File: src/hw/rtl/srpb_pkg.sv
// ----------------------------------------------------------------------------
// srpb_pkg: shared definitions for the sprite row plane blitter
// Plane widths, action and colour codes, the row word and the sequencer states.
// ----------------------------------------------------------------------------
package srpb_pkg;

  localparam int unsigned SCREEN_ROWS_DEF = 64;
  localparam int unsigned SPRITE_SIZE     = 8;
  localparam int unsigned PLANE_W         = 64;
  // bit position of the sprite line: 63 - column - sprite size
  localparam int          PLACE_BASE      = 63 - 8;

  typedef enum logic [1:0] {
    ACT_DRAW  = 2'd0,
    ACT_READ  = 2'd1,
    ACT_CLEAR = 2'd2,
    ACT_NONE  = 2'd3
  } action_t;

  localparam logic [3:0] COLOUR_OFF   = 4'd0;
  localparam logic [3:0] COLOUR_WHITE = 4'd7;

  localparam logic [1:0] KIND_FRIEND = 2'd1;
  localparam logic [1:0] KIND_ENEMY  = 2'd2;
  localparam logic [1:0] KIND_LIFE   = 2'd3;

  // one frame row: six planes side by side
  typedef struct packed {
    logic [PLANE_W-1:0] blue;
    logic [PLANE_W-1:0] red;
    logic [PLANE_W-1:0] green;
    logic [PLANE_W-1:0] friend_p;
    logic [PLANE_W-1:0] enemy;
    logic [PLANE_W-1:0] life;
  } row_t;

  // draw request as seen by the row update logic
  typedef struct packed {
    logic signed [7:0] left_column;
    logic [7:0]        sprite_bits;
    logic [3:0]        colour;
    logic [1:0]        object_kind;
  } draw_req_t;

  typedef enum logic {
    ST_IDLE = 1'b0,
    ST_EXEC = 1'b1
  } state_t;

endpackage

File: src/hw/rtl/srpb_row_update.sv
// ----------------------------------------------------------------------------
// srpb_row_update: modify step of the row read-modify-write
// Places the sprite line in a 64-bit mask and merges it into the row planes.
// ----------------------------------------------------------------------------
module srpb_row_update (
  input  srpb_pkg::row_t      row_in,
  input  srpb_pkg::draw_req_t req,
  output srpb_pkg::row_t      row_out
);
  import srpb_pkg::*;

  logic signed [9:0]  shift_s;
  logic [9:0]         shift_n;
  logic [PLANE_W-1:0] bits_w;
  logic [PLANE_W-1:0] mask;
  logic               paint;

  // shift amount, left for non-negative, right otherwise
  assign shift_s = 10'(PLACE_BASE) - {{2{req.left_column[7]}}, req.left_column};
  assign shift_n = 10'(-shift_s);
  assign bits_w  = {{(PLANE_W-8){1'b0}}, req.sprite_bits};

  always_comb begin
    if (!shift_s[9]) begin
      mask = (shift_s >= 10'sd64) ? '0 : (bits_w << shift_s[5:0]);
    end else begin
      mask = (shift_n >= 10'd64) ? '0 : (bits_w >> shift_n[5:0]);
    end
  end

  // clear colour under mask; non-zero colour paints and marks the object plane
  assign paint = (req.colour != COLOUR_OFF);

  always_comb begin
    row_out       = row_in;
    row_out.blue  = row_in.blue  & ~mask;
    row_out.red   = row_in.red   & ~mask;
    row_out.green = row_in.green & ~mask;
    if (paint && req.colour <= COLOUR_WHITE) begin
      if (req.colour[0]) row_out.blue  = row_out.blue  | mask;
      if (req.colour[1]) row_out.green = row_out.green | mask;
      if (req.colour[2]) row_out.red   = row_out.red   | mask;
    end
    if (paint) begin
      case (req.object_kind)
        KIND_FRIEND: row_out.friend_p = row_in.friend_p | mask;
        KIND_ENEMY:  row_out.enemy    = row_in.enemy    | mask;
        KIND_LIFE:   row_out.life     = row_in.life     | mask;
        default:     row_out.life     = row_in.life;
      endcase
    end
  end

endmodule

File: config.mk
export PLATFORM = sky130hd
export DESIGN_NAME = srpb_row_update
export DESIGN_NICKNAME = d
export VERILOG_FILES = /design/src/hw/rtl/srpb_pkg.sv /design/src/hw/rtl/srpb_row_update.sv
export SDC_FILE = /design/constraint.sdc
export NUM_CORES = 1
export LEC_CHECK = 0
export BUFFER_PORTS_ARGS = -buffer_cell sky130_fd_sc_hd__buf_2
export CAP_MARGIN = 20
export CELL_PAD_IN_SITES_DETAIL_PLACEMENT = 1
export CELL_PAD_IN_SITES_GLOBAL_PLACEMENT = 1
export CORE_AREA = 2 2 304 306
export DETAILED_ROUTE_END_ITERATION = 12
export DIE_AREA = 0 0 306 308
export PLACE_DENSITY_LB_ADDON = 0.3
export SYNTH_ARGS = -nofsm -noshare
export SYNTH_HDL_FRONTEND = slang
export SYNTH_SLANG_ARGS = --single-unit
File: constraint.sdc
create_clock -name vclk -period 6.9
set_input_delay 1.38 -clock vclk [all_inputs]
set_output_delay 1.38 -clock vclk [all_outputs]
set_load 0.01 [all_outputs]
## Yosys cells after proc, flatten, opt, wreduce, memory -nomap -nowiden

Index checks and enable logic that the tools add are counted.

| operators by class | value |
|---|---|
| add/sub/neg operators | 2 |
| order comparisons | 3 |
| eq/ne operators | 3 |
| shift-type cells | 2 |
| muxes and demuxes | 11 |
| bitwise gates (word level) | 10 |
| reductions and logical operators | 2 |

Operators with widths:

| cell | count |
|---|---|
| 64-bit two-way mux | 9 |
| 192-bit two-way mux | 2 |
| 64-bit OR | 6 |
| 64-bit AND | 3 |
| 64-bit NOT | 1 |
| 8-bit by 6-bit << shifter with 64-bit output | 1 |
| 8-bit by 6-bit right shift with 64-bit output | 1 |
| 10-bit by 7-bit greater-or-equal comparator with 1-bit output, second input constant | 1 |
| 9-bit negation with 10-bit output | 1 |
| 9-bit by 8-bit greater-or-equal comparator with 1-bit output, second input constant | 1 |
| 7-bit by 8-bit subtractor with 9-bit output, first input constant | 1 |
| 2-bit equality test, second input constant | 2 |
| 4-bit by 3-bit <= comparator with 1-bit output, second input constant | 1 |
| 4-bit nonzero test | 1 |
| 2-bit by 1-bit equality test with 1-bit output, second input constant | 1 |
| 1-bit logical AND | 1 |

| word-level totals | value |
|---|---|
| bits in registers | 0 |
| bits of input ports | 406 |
| word-level logic and storage cells | 33 |

## Longest topological paths before layout

Gate-level depths: netlist (run 1).

| depth | value |
|---|---|
| depth after elaboration | 10 |
| mapped depth | 11 |
| gate-level depth less buffers | 8 |

## Least setup slack after synthesis (run 1)

OpenSTA, ideal clock, no wires.

| path | value |
|---|---|
| path kind | input-to-output |
| start point | input port req[17] (netlist bit) |
| end point | output port row_out[257] (netlist bit) |
| data arrival time | 3.658 ns |
| data required time | 5.520 ns |
| slack | 1.862 ns |
| cell stages on the path | 10 |
| path buffers | 2 |
| cells stage by stage | buf_2 -> inv_1 -> ha_1 -> clkbuf_1 -> nand4bb_1 -> nand3_1 -> o211ai_1 -> o21ai_4 -> o22a_1 -> mux2_1 |

RTL lines:

| item | line | RTL |
|---|---|---|
| start, declared | srpb_row_update.sv:7 | `input srpb_pkg::draw_req_t req,` |
| end, declared | srpb_row_update.sv:8 | `output srpb_pkg::row_t row_out` |

==> results of run 1 <==
## metal layers
layer / vias up / GRT usage [%] / share of wire [%]
li1: 4119 / - / -
met1: 4550 / 18.6 / 45
met2: 460 / 23.5 / 47
met3: 80 / 3.50 / 6.6
met4: 22 / 1.20 / 1.3
met5: - / 0 / 0.20
## path summary, 6_finish.rpt
kind / startpoint / endpoint / cells past startpoint / slack (ns)
setup / recovery: req[17] / row_out[202] / 10 / 0.51
hold / removal: row_in[146] / row_out[146] / 3 / 3.02
## through the flow
step	setup slack (ns)	instance area (µm²)	hold WS (ns)
2_1_floorplan	1.86	5540	2.86
3_3_place_gp	0.493	10900	3.02
3_5_place_dp	0.385	11000	3.02
4_1_cts	0.374	11000	3.02
5_1_grt	0.280	11000	3.03
6_report	0.507	11000	3.02
## cells by family (layout without fill, tap and decap cells)
group	count (synthesis)	in the layout	share of synthesized area (%)
other	0	8	0
XOR/XNOR	6	6	1.08
adder cells (fa/ha/maj)	4	4	0.903
AO/OA/AOI/OAI	259	259	36.3
AND/OR/NAND/NOR	141	141	12.4
buffers and inverters	67	818	4.83
multiplexers	214	214	44.5
## worst max-delay path: stages
cell and delay (ns):
buf_2 0.11, buf_4 0.20, ha_1 0.38, a21oi_1 0.27
mux2i_1 0.16, o32ai_2 0.67, nand2b_1 0.50, nand2b_1 0.69
mux2_2 0.47, buf_2 0.15
## final cells by class
class | instances | share of cell area [%]
multi-input cells | 624 | 48.4
repair buffers | 813 | 37.8
well taps | 1186 | 13.5
diodes | 8 | 0.182
inverters | 5 | 0.171
## cells in the mapped netlist, types with 2 or more instances
| cell | count | share of area, % |
|---|---|---|
| buf_1 | 9 | 0.61 |
| mux2_2 | 170 | 35 |
| o22ai_2 | 3 | 0.68 |
| a21o_1 | 132 | 18 |
| and3_1 | 4 | 0.45 |
| o21bai_1 | 63 | 8.5 |
| mux2_1 | 29 | 5.9 |
| mux4_2 | 6 | 2.4 |
| a21oi_1 | 9 | 0.81 |
| and4_1 | 2 | 0.32 |
| nor2_2 | 5 | 0.56 |
| nand2b_1 | 9 | 1.0 |
| nor2_1 | 41 | 2.8 |
| inv_1 | 4 | 0.27 |
| nand3_1 | 12 | 1.1 |
| nor3_2 | 2 | 0.36 |
| mux2i_1 | 9 | 1.6 |
| o21ai_0 | 10 | 0.90 |
| buf_2 | 10 | 0.90 |
| ha_1 | 4 | 0.90 |
| or2_2 | 4 | 0.45 |
| and2_1 | 2 | 0.23 |
| nand3b_1 | 2 | 0.27 |
| o31ai_4 | 2 | 0.77 |
| nand2_1 | 39 | 2.6 |
| o21a_1 | 4 | 0.54 |
| nand4_1 | 3 | 0.34 |
| or2_1 | 2 | 0.23 |
| clkbuf_1 | 42 | 2.8 |
| o22a_1 | 5 | 0.79 |
| a22oi_1 | 4 | 0.54 |
| a32oi_1 | 2 | 0.32 |
| nor2b_1 | 7 | 0.79 |
| xnor2_1 | 4 | 0.63 |
| o21ai_1 | 2 | 0.18 |
| o22ai_1 | 7 | 0.79 |
| nor3_1 | 2 | 0.18 |
| a2bb2oi_1 | 7 | 1.1 |
==> flow_summary.yaml, run 1 <==
route:
  wirelength_um: 70900
  num_vias: 9231
  drtAntennaViolNets: 0
  drtIter0Drc: 509
  drt-wirelength-per-cell_um: 26.9
  drt_first_pass_iters: 5
  viasPerCell: 3.50
  drcViolationCount: 0
timing:
  fin_crit_sh_pct: 92.7
  maxSlewViolCount: 0
  slew_headroom_pct: 24.1
  fin_crit_ns: 6.39
  worst_pin_slew_ns: 1.14
  fin_setup_tns_ns: 0
  setup_viol: 0
  hold_viol_final: 0
  fmax_mhz: 156
  rsz0062_at_grt: "no"
logic_synthesis:
  synth.distinct_cells: 56
  syn-num-nets: 1101
  synth_area_mm2: 0.00554
  synth_seq_area_share_pct: 0
  synthCells: 691
  syn_area_per_cell_um2: 8.02
  synth-warning-count: 0
place:
  dp_cells: 2627
  routabilityCongestion: 0.880
  port_buffers: 790
  dpl.hpwl_um: 62200
global_route:
  grt_pass1_wl_um: 90200
  grt_overflow: 0
  grt_usage_pct: 14.0
  grt_pass1_vias: 9580
  antenna_found_initial: 42
  grt_max_degree: 44
clock_network:
  cts_resized: 0
  hold_buffers: 0
  postCtsSetupBuffers: 0
floorplan:
  num_io_pins: 790
  core-area_mm2: 0.0910
  fp.dieH_um: 308
  die-area_mm2: 0.0942
  die_x_um: 306
  num_rows: 111
  start_util_pct: 6.09
finish:
  final_layout_size_suffix_gt1_share_pct: 70.9
  area.sequential_um2: 0
  multi_input_area_mm2: 0.00533
  fin_cells: 2636
  seq_cells: 0
  mostFrequentLayoutCells: "790 x buf_2, 170 x mux2_2, 132 x a21o_1"
  nClkBuffers: 0
  layout_commonest_cell: "buf_2"
  nNetsFinal: 1854
  syn2layout_area_growth_pct: 98.6
  fillers: 11102
  utilization_pct: 12.1
critical_path:
  required_ns: 5.52
  cp-start-kind: "input port"
  cp.arrival_ns: 5.01
  critPathKind: "input port to primary output"
  endpoint_kind: "primary output"
  critPathMaxFanout: 22
worst_hold_path:
  hold_class: "input port to primary output"
outcome:
  outcome: "completed"
run:
  cap_violations: 0
==> run 2: changes to the inputs <==
--- a/config.mk
+++ b/config.mk
@@ -5,13 +5,13 @@
 export SDC_FILE = /design/constraint.sdc
 export NUM_CORES = 1
 export LEC_CHECK = 0
+export ABC_AREA = 1
 export BUFFER_PORTS_ARGS = -buffer_cell sky130_fd_sc_hd__buf_2
-export CAP_MARGIN = 20
 export CELL_PAD_IN_SITES_DETAIL_PLACEMENT = 1
 export CELL_PAD_IN_SITES_GLOBAL_PLACEMENT = 1
-export CORE_AREA = 2 2 304 306
+export CORE_AREA = 2 2 310 312
 export DETAILED_ROUTE_END_ITERATION = 12
-export DIE_AREA = 0 0 306 308
+export DIE_AREA = 0 0 312 314
 export PLACE_DENSITY_LB_ADDON = 0.3
 export SYNTH_ARGS = -nofsm -noshare
 export SYNTH_HDL_FRONTEND = slang
==> flow_summary.yaml, run 2 <==
outcome:
  outcome: "completed"
place:
  routabilityCongestion: 0.831
  dp_cells: 3199
  port_buffers: 790
  dp_slack_ns: 0.782
  dpl.hpwl_um: 58700
critical_path:
  required_ns: 5.52
  endpoint: "row_out[99]"
  endpoint_kind: "primary output"
  critPathKind: "input port to primary output"
  cp.arrival_ns: 4.72
  cpLargestDelayFamily: "buffers and inverters"
  cp_common_cell: "nand2_1"
  cp.depth: 11
  startpoint: "req[17]"
  slowest_delay_ns: 0.60
  cp_num_buf_inv: 5
  cp-start-kind: "input port"
  path_cells: "buf_2, inv_1, ha_4, inv_2, nand2_1, nand2_1, nor2_2, buf_4, nand2_1, o21bai_1, buf_2"
  critPathMaxFanout: 26
  slowest_stage: "ha_4"
logic_synthesis:
  netlist_top_cells_area: "nand2_1 31%, o21bai_1 18%, o21ai_0 12%"
  synth-warning-count: 0
  synthTopCellsByCount: "484 x nand2_1, 138 x o21bai_1, 136 x o21ai_0, 120 x nand3_1, 94 x inv_1"
  synth_seq_area_share_pct: 0
  syn_area_per_cell_um2: 4.90
  yosysTopAreaCell: "nand2_1"
  yosysMostFrequentCell: "nand2_1"
  synth.distinct_cells: 34
  synth_area_mm2: 0.00580
  synthCells: 1185
  yosysTopAreaCellShare_pct: 31.3
  syn-num-nets: 1595
timing:
  fmax_mhz: 164
  setup_ws_ns: 0.796
  rsz0062_at_grt: "no"
  slew_headroom_pct: 29.5
  maxSlewViolCount: 0
  fin_crit_ns: 6.10
  setup_viol: 0
  worst_pin_slew_ns: 1.06
  fin_setup_tns_ns: 0
  hold_viol_final: 0
  fin_crit_sh_pct: 88.5
finish:
  syn2layout_area_growth_pct: 94.8
  area.sequential_um2: 0
  fin_cells: 3202
  mostFrequentLayoutCells: "790 x buf_2, 482 x nand2_1, 138 x o21bai_1"
  nNetsFinal: 2346
  fillers: 12064
  layout_commonest_cell: "buf_2"
  seq_cells: 0
  final_layout_size_suffix_gt1_share_pct: 45.3
  nClkBuffers: 0
floorplan:
  die_x_um: 312
  num_rows: 113
  die-area_mm2: 0.0980
  start_util_pct: 6.15
  core-area_mm2: 0.0944
  num_io_pins: 790
  fp.dieH_um: 314
route:
  num_vias: 11348
  drcViolationCount: 0
  viasPerCell: 3.54
  drtIter0Drc: 542
  drt_first_pass_iters: 5
  drt-wirelength-per-cell_um: 21.2
  drtAntennaViolNets: 0
  wirelength_um: 68000
global_route:
  grt_max_degree: 47
  antenna_found_initial: 18
  grt_usage_pct: 12.9
  grt_pass1_wl_um: 91300
  grt_overflow: 0
  grt_pass1_vias: 11606
worst_hold_path:
  hold_class: "input port to primary output"
clock_network:
  hold_buffers: 0
  cts_resized: 0
  postCtsSetupBuffers: 0
run:
  cap_violations: 0
==> run 2: cell type report <==
type	instances	area, µm²	share of cell area (%)
multi-input cells	1011	5140	45.5
inverters	100	375	3.32
repair buffers	823	4200	37.2
diodes	3	7.51	0.0664
well taps	1265	1580	14.0
==> run 2: per-layer routing <==
metal  track usage, %  wire length, µm  up-vias
li1                 -                -     5437
met1             16.5            29200     5298
met2             23.4            33500      565
met3             2.27             4620       44
met4             1.02              672        4
met5                0               26        -
==> run 2: worst min-delay path by stage <==
stage	slack [ns]	cells after the start	start	endpoint
global placement	3.03	4	row_in[72]	row_out[72]
floorplan	2.87	2	row_in[0]	row_out[0]
detailed placement	3.03	4	row_in[72]	row_out[72]
CTS	3.03	4	row_in[134]	row_out[134]
global route	3.04	4	row_in[70]	row_out[70]
finish	3.02	4	row_in[136]	row_out[136]
==> run 2: cells by family (layout without fill, tap and decap cells) <==
group | count (synthesis) | after routing | share of synthesized area [%]
xor gates and xnor gates | 1 | 1 | 0.151
and+or+nand+nor | 711 | 711 | 54.7
AOI/OAI and AO/OA | 295 | 295 | 31.9
buffers and inverters | 174 | 923 | 12.4
adders and majority gates | 4 | 4 | 0.862
other | 0 | 3 | 0
==> run 2: stage by stage <==
| step | instance area [µm²] | util [%] | hold WS [ns] |
|---|---|---|---|
| floorplan | 5800 | - | 2.87 |
| global placement | 11300 | 12.0 | 3.03 |
| detailed placement | 11300 | 12.0 | 3.03 |
| CTS | 11300 | 12.0 | 3.03 |
| global route | 11300 | 12.0 | 3.04 |
| finish | 11300 | 12.0 | 3.02 |
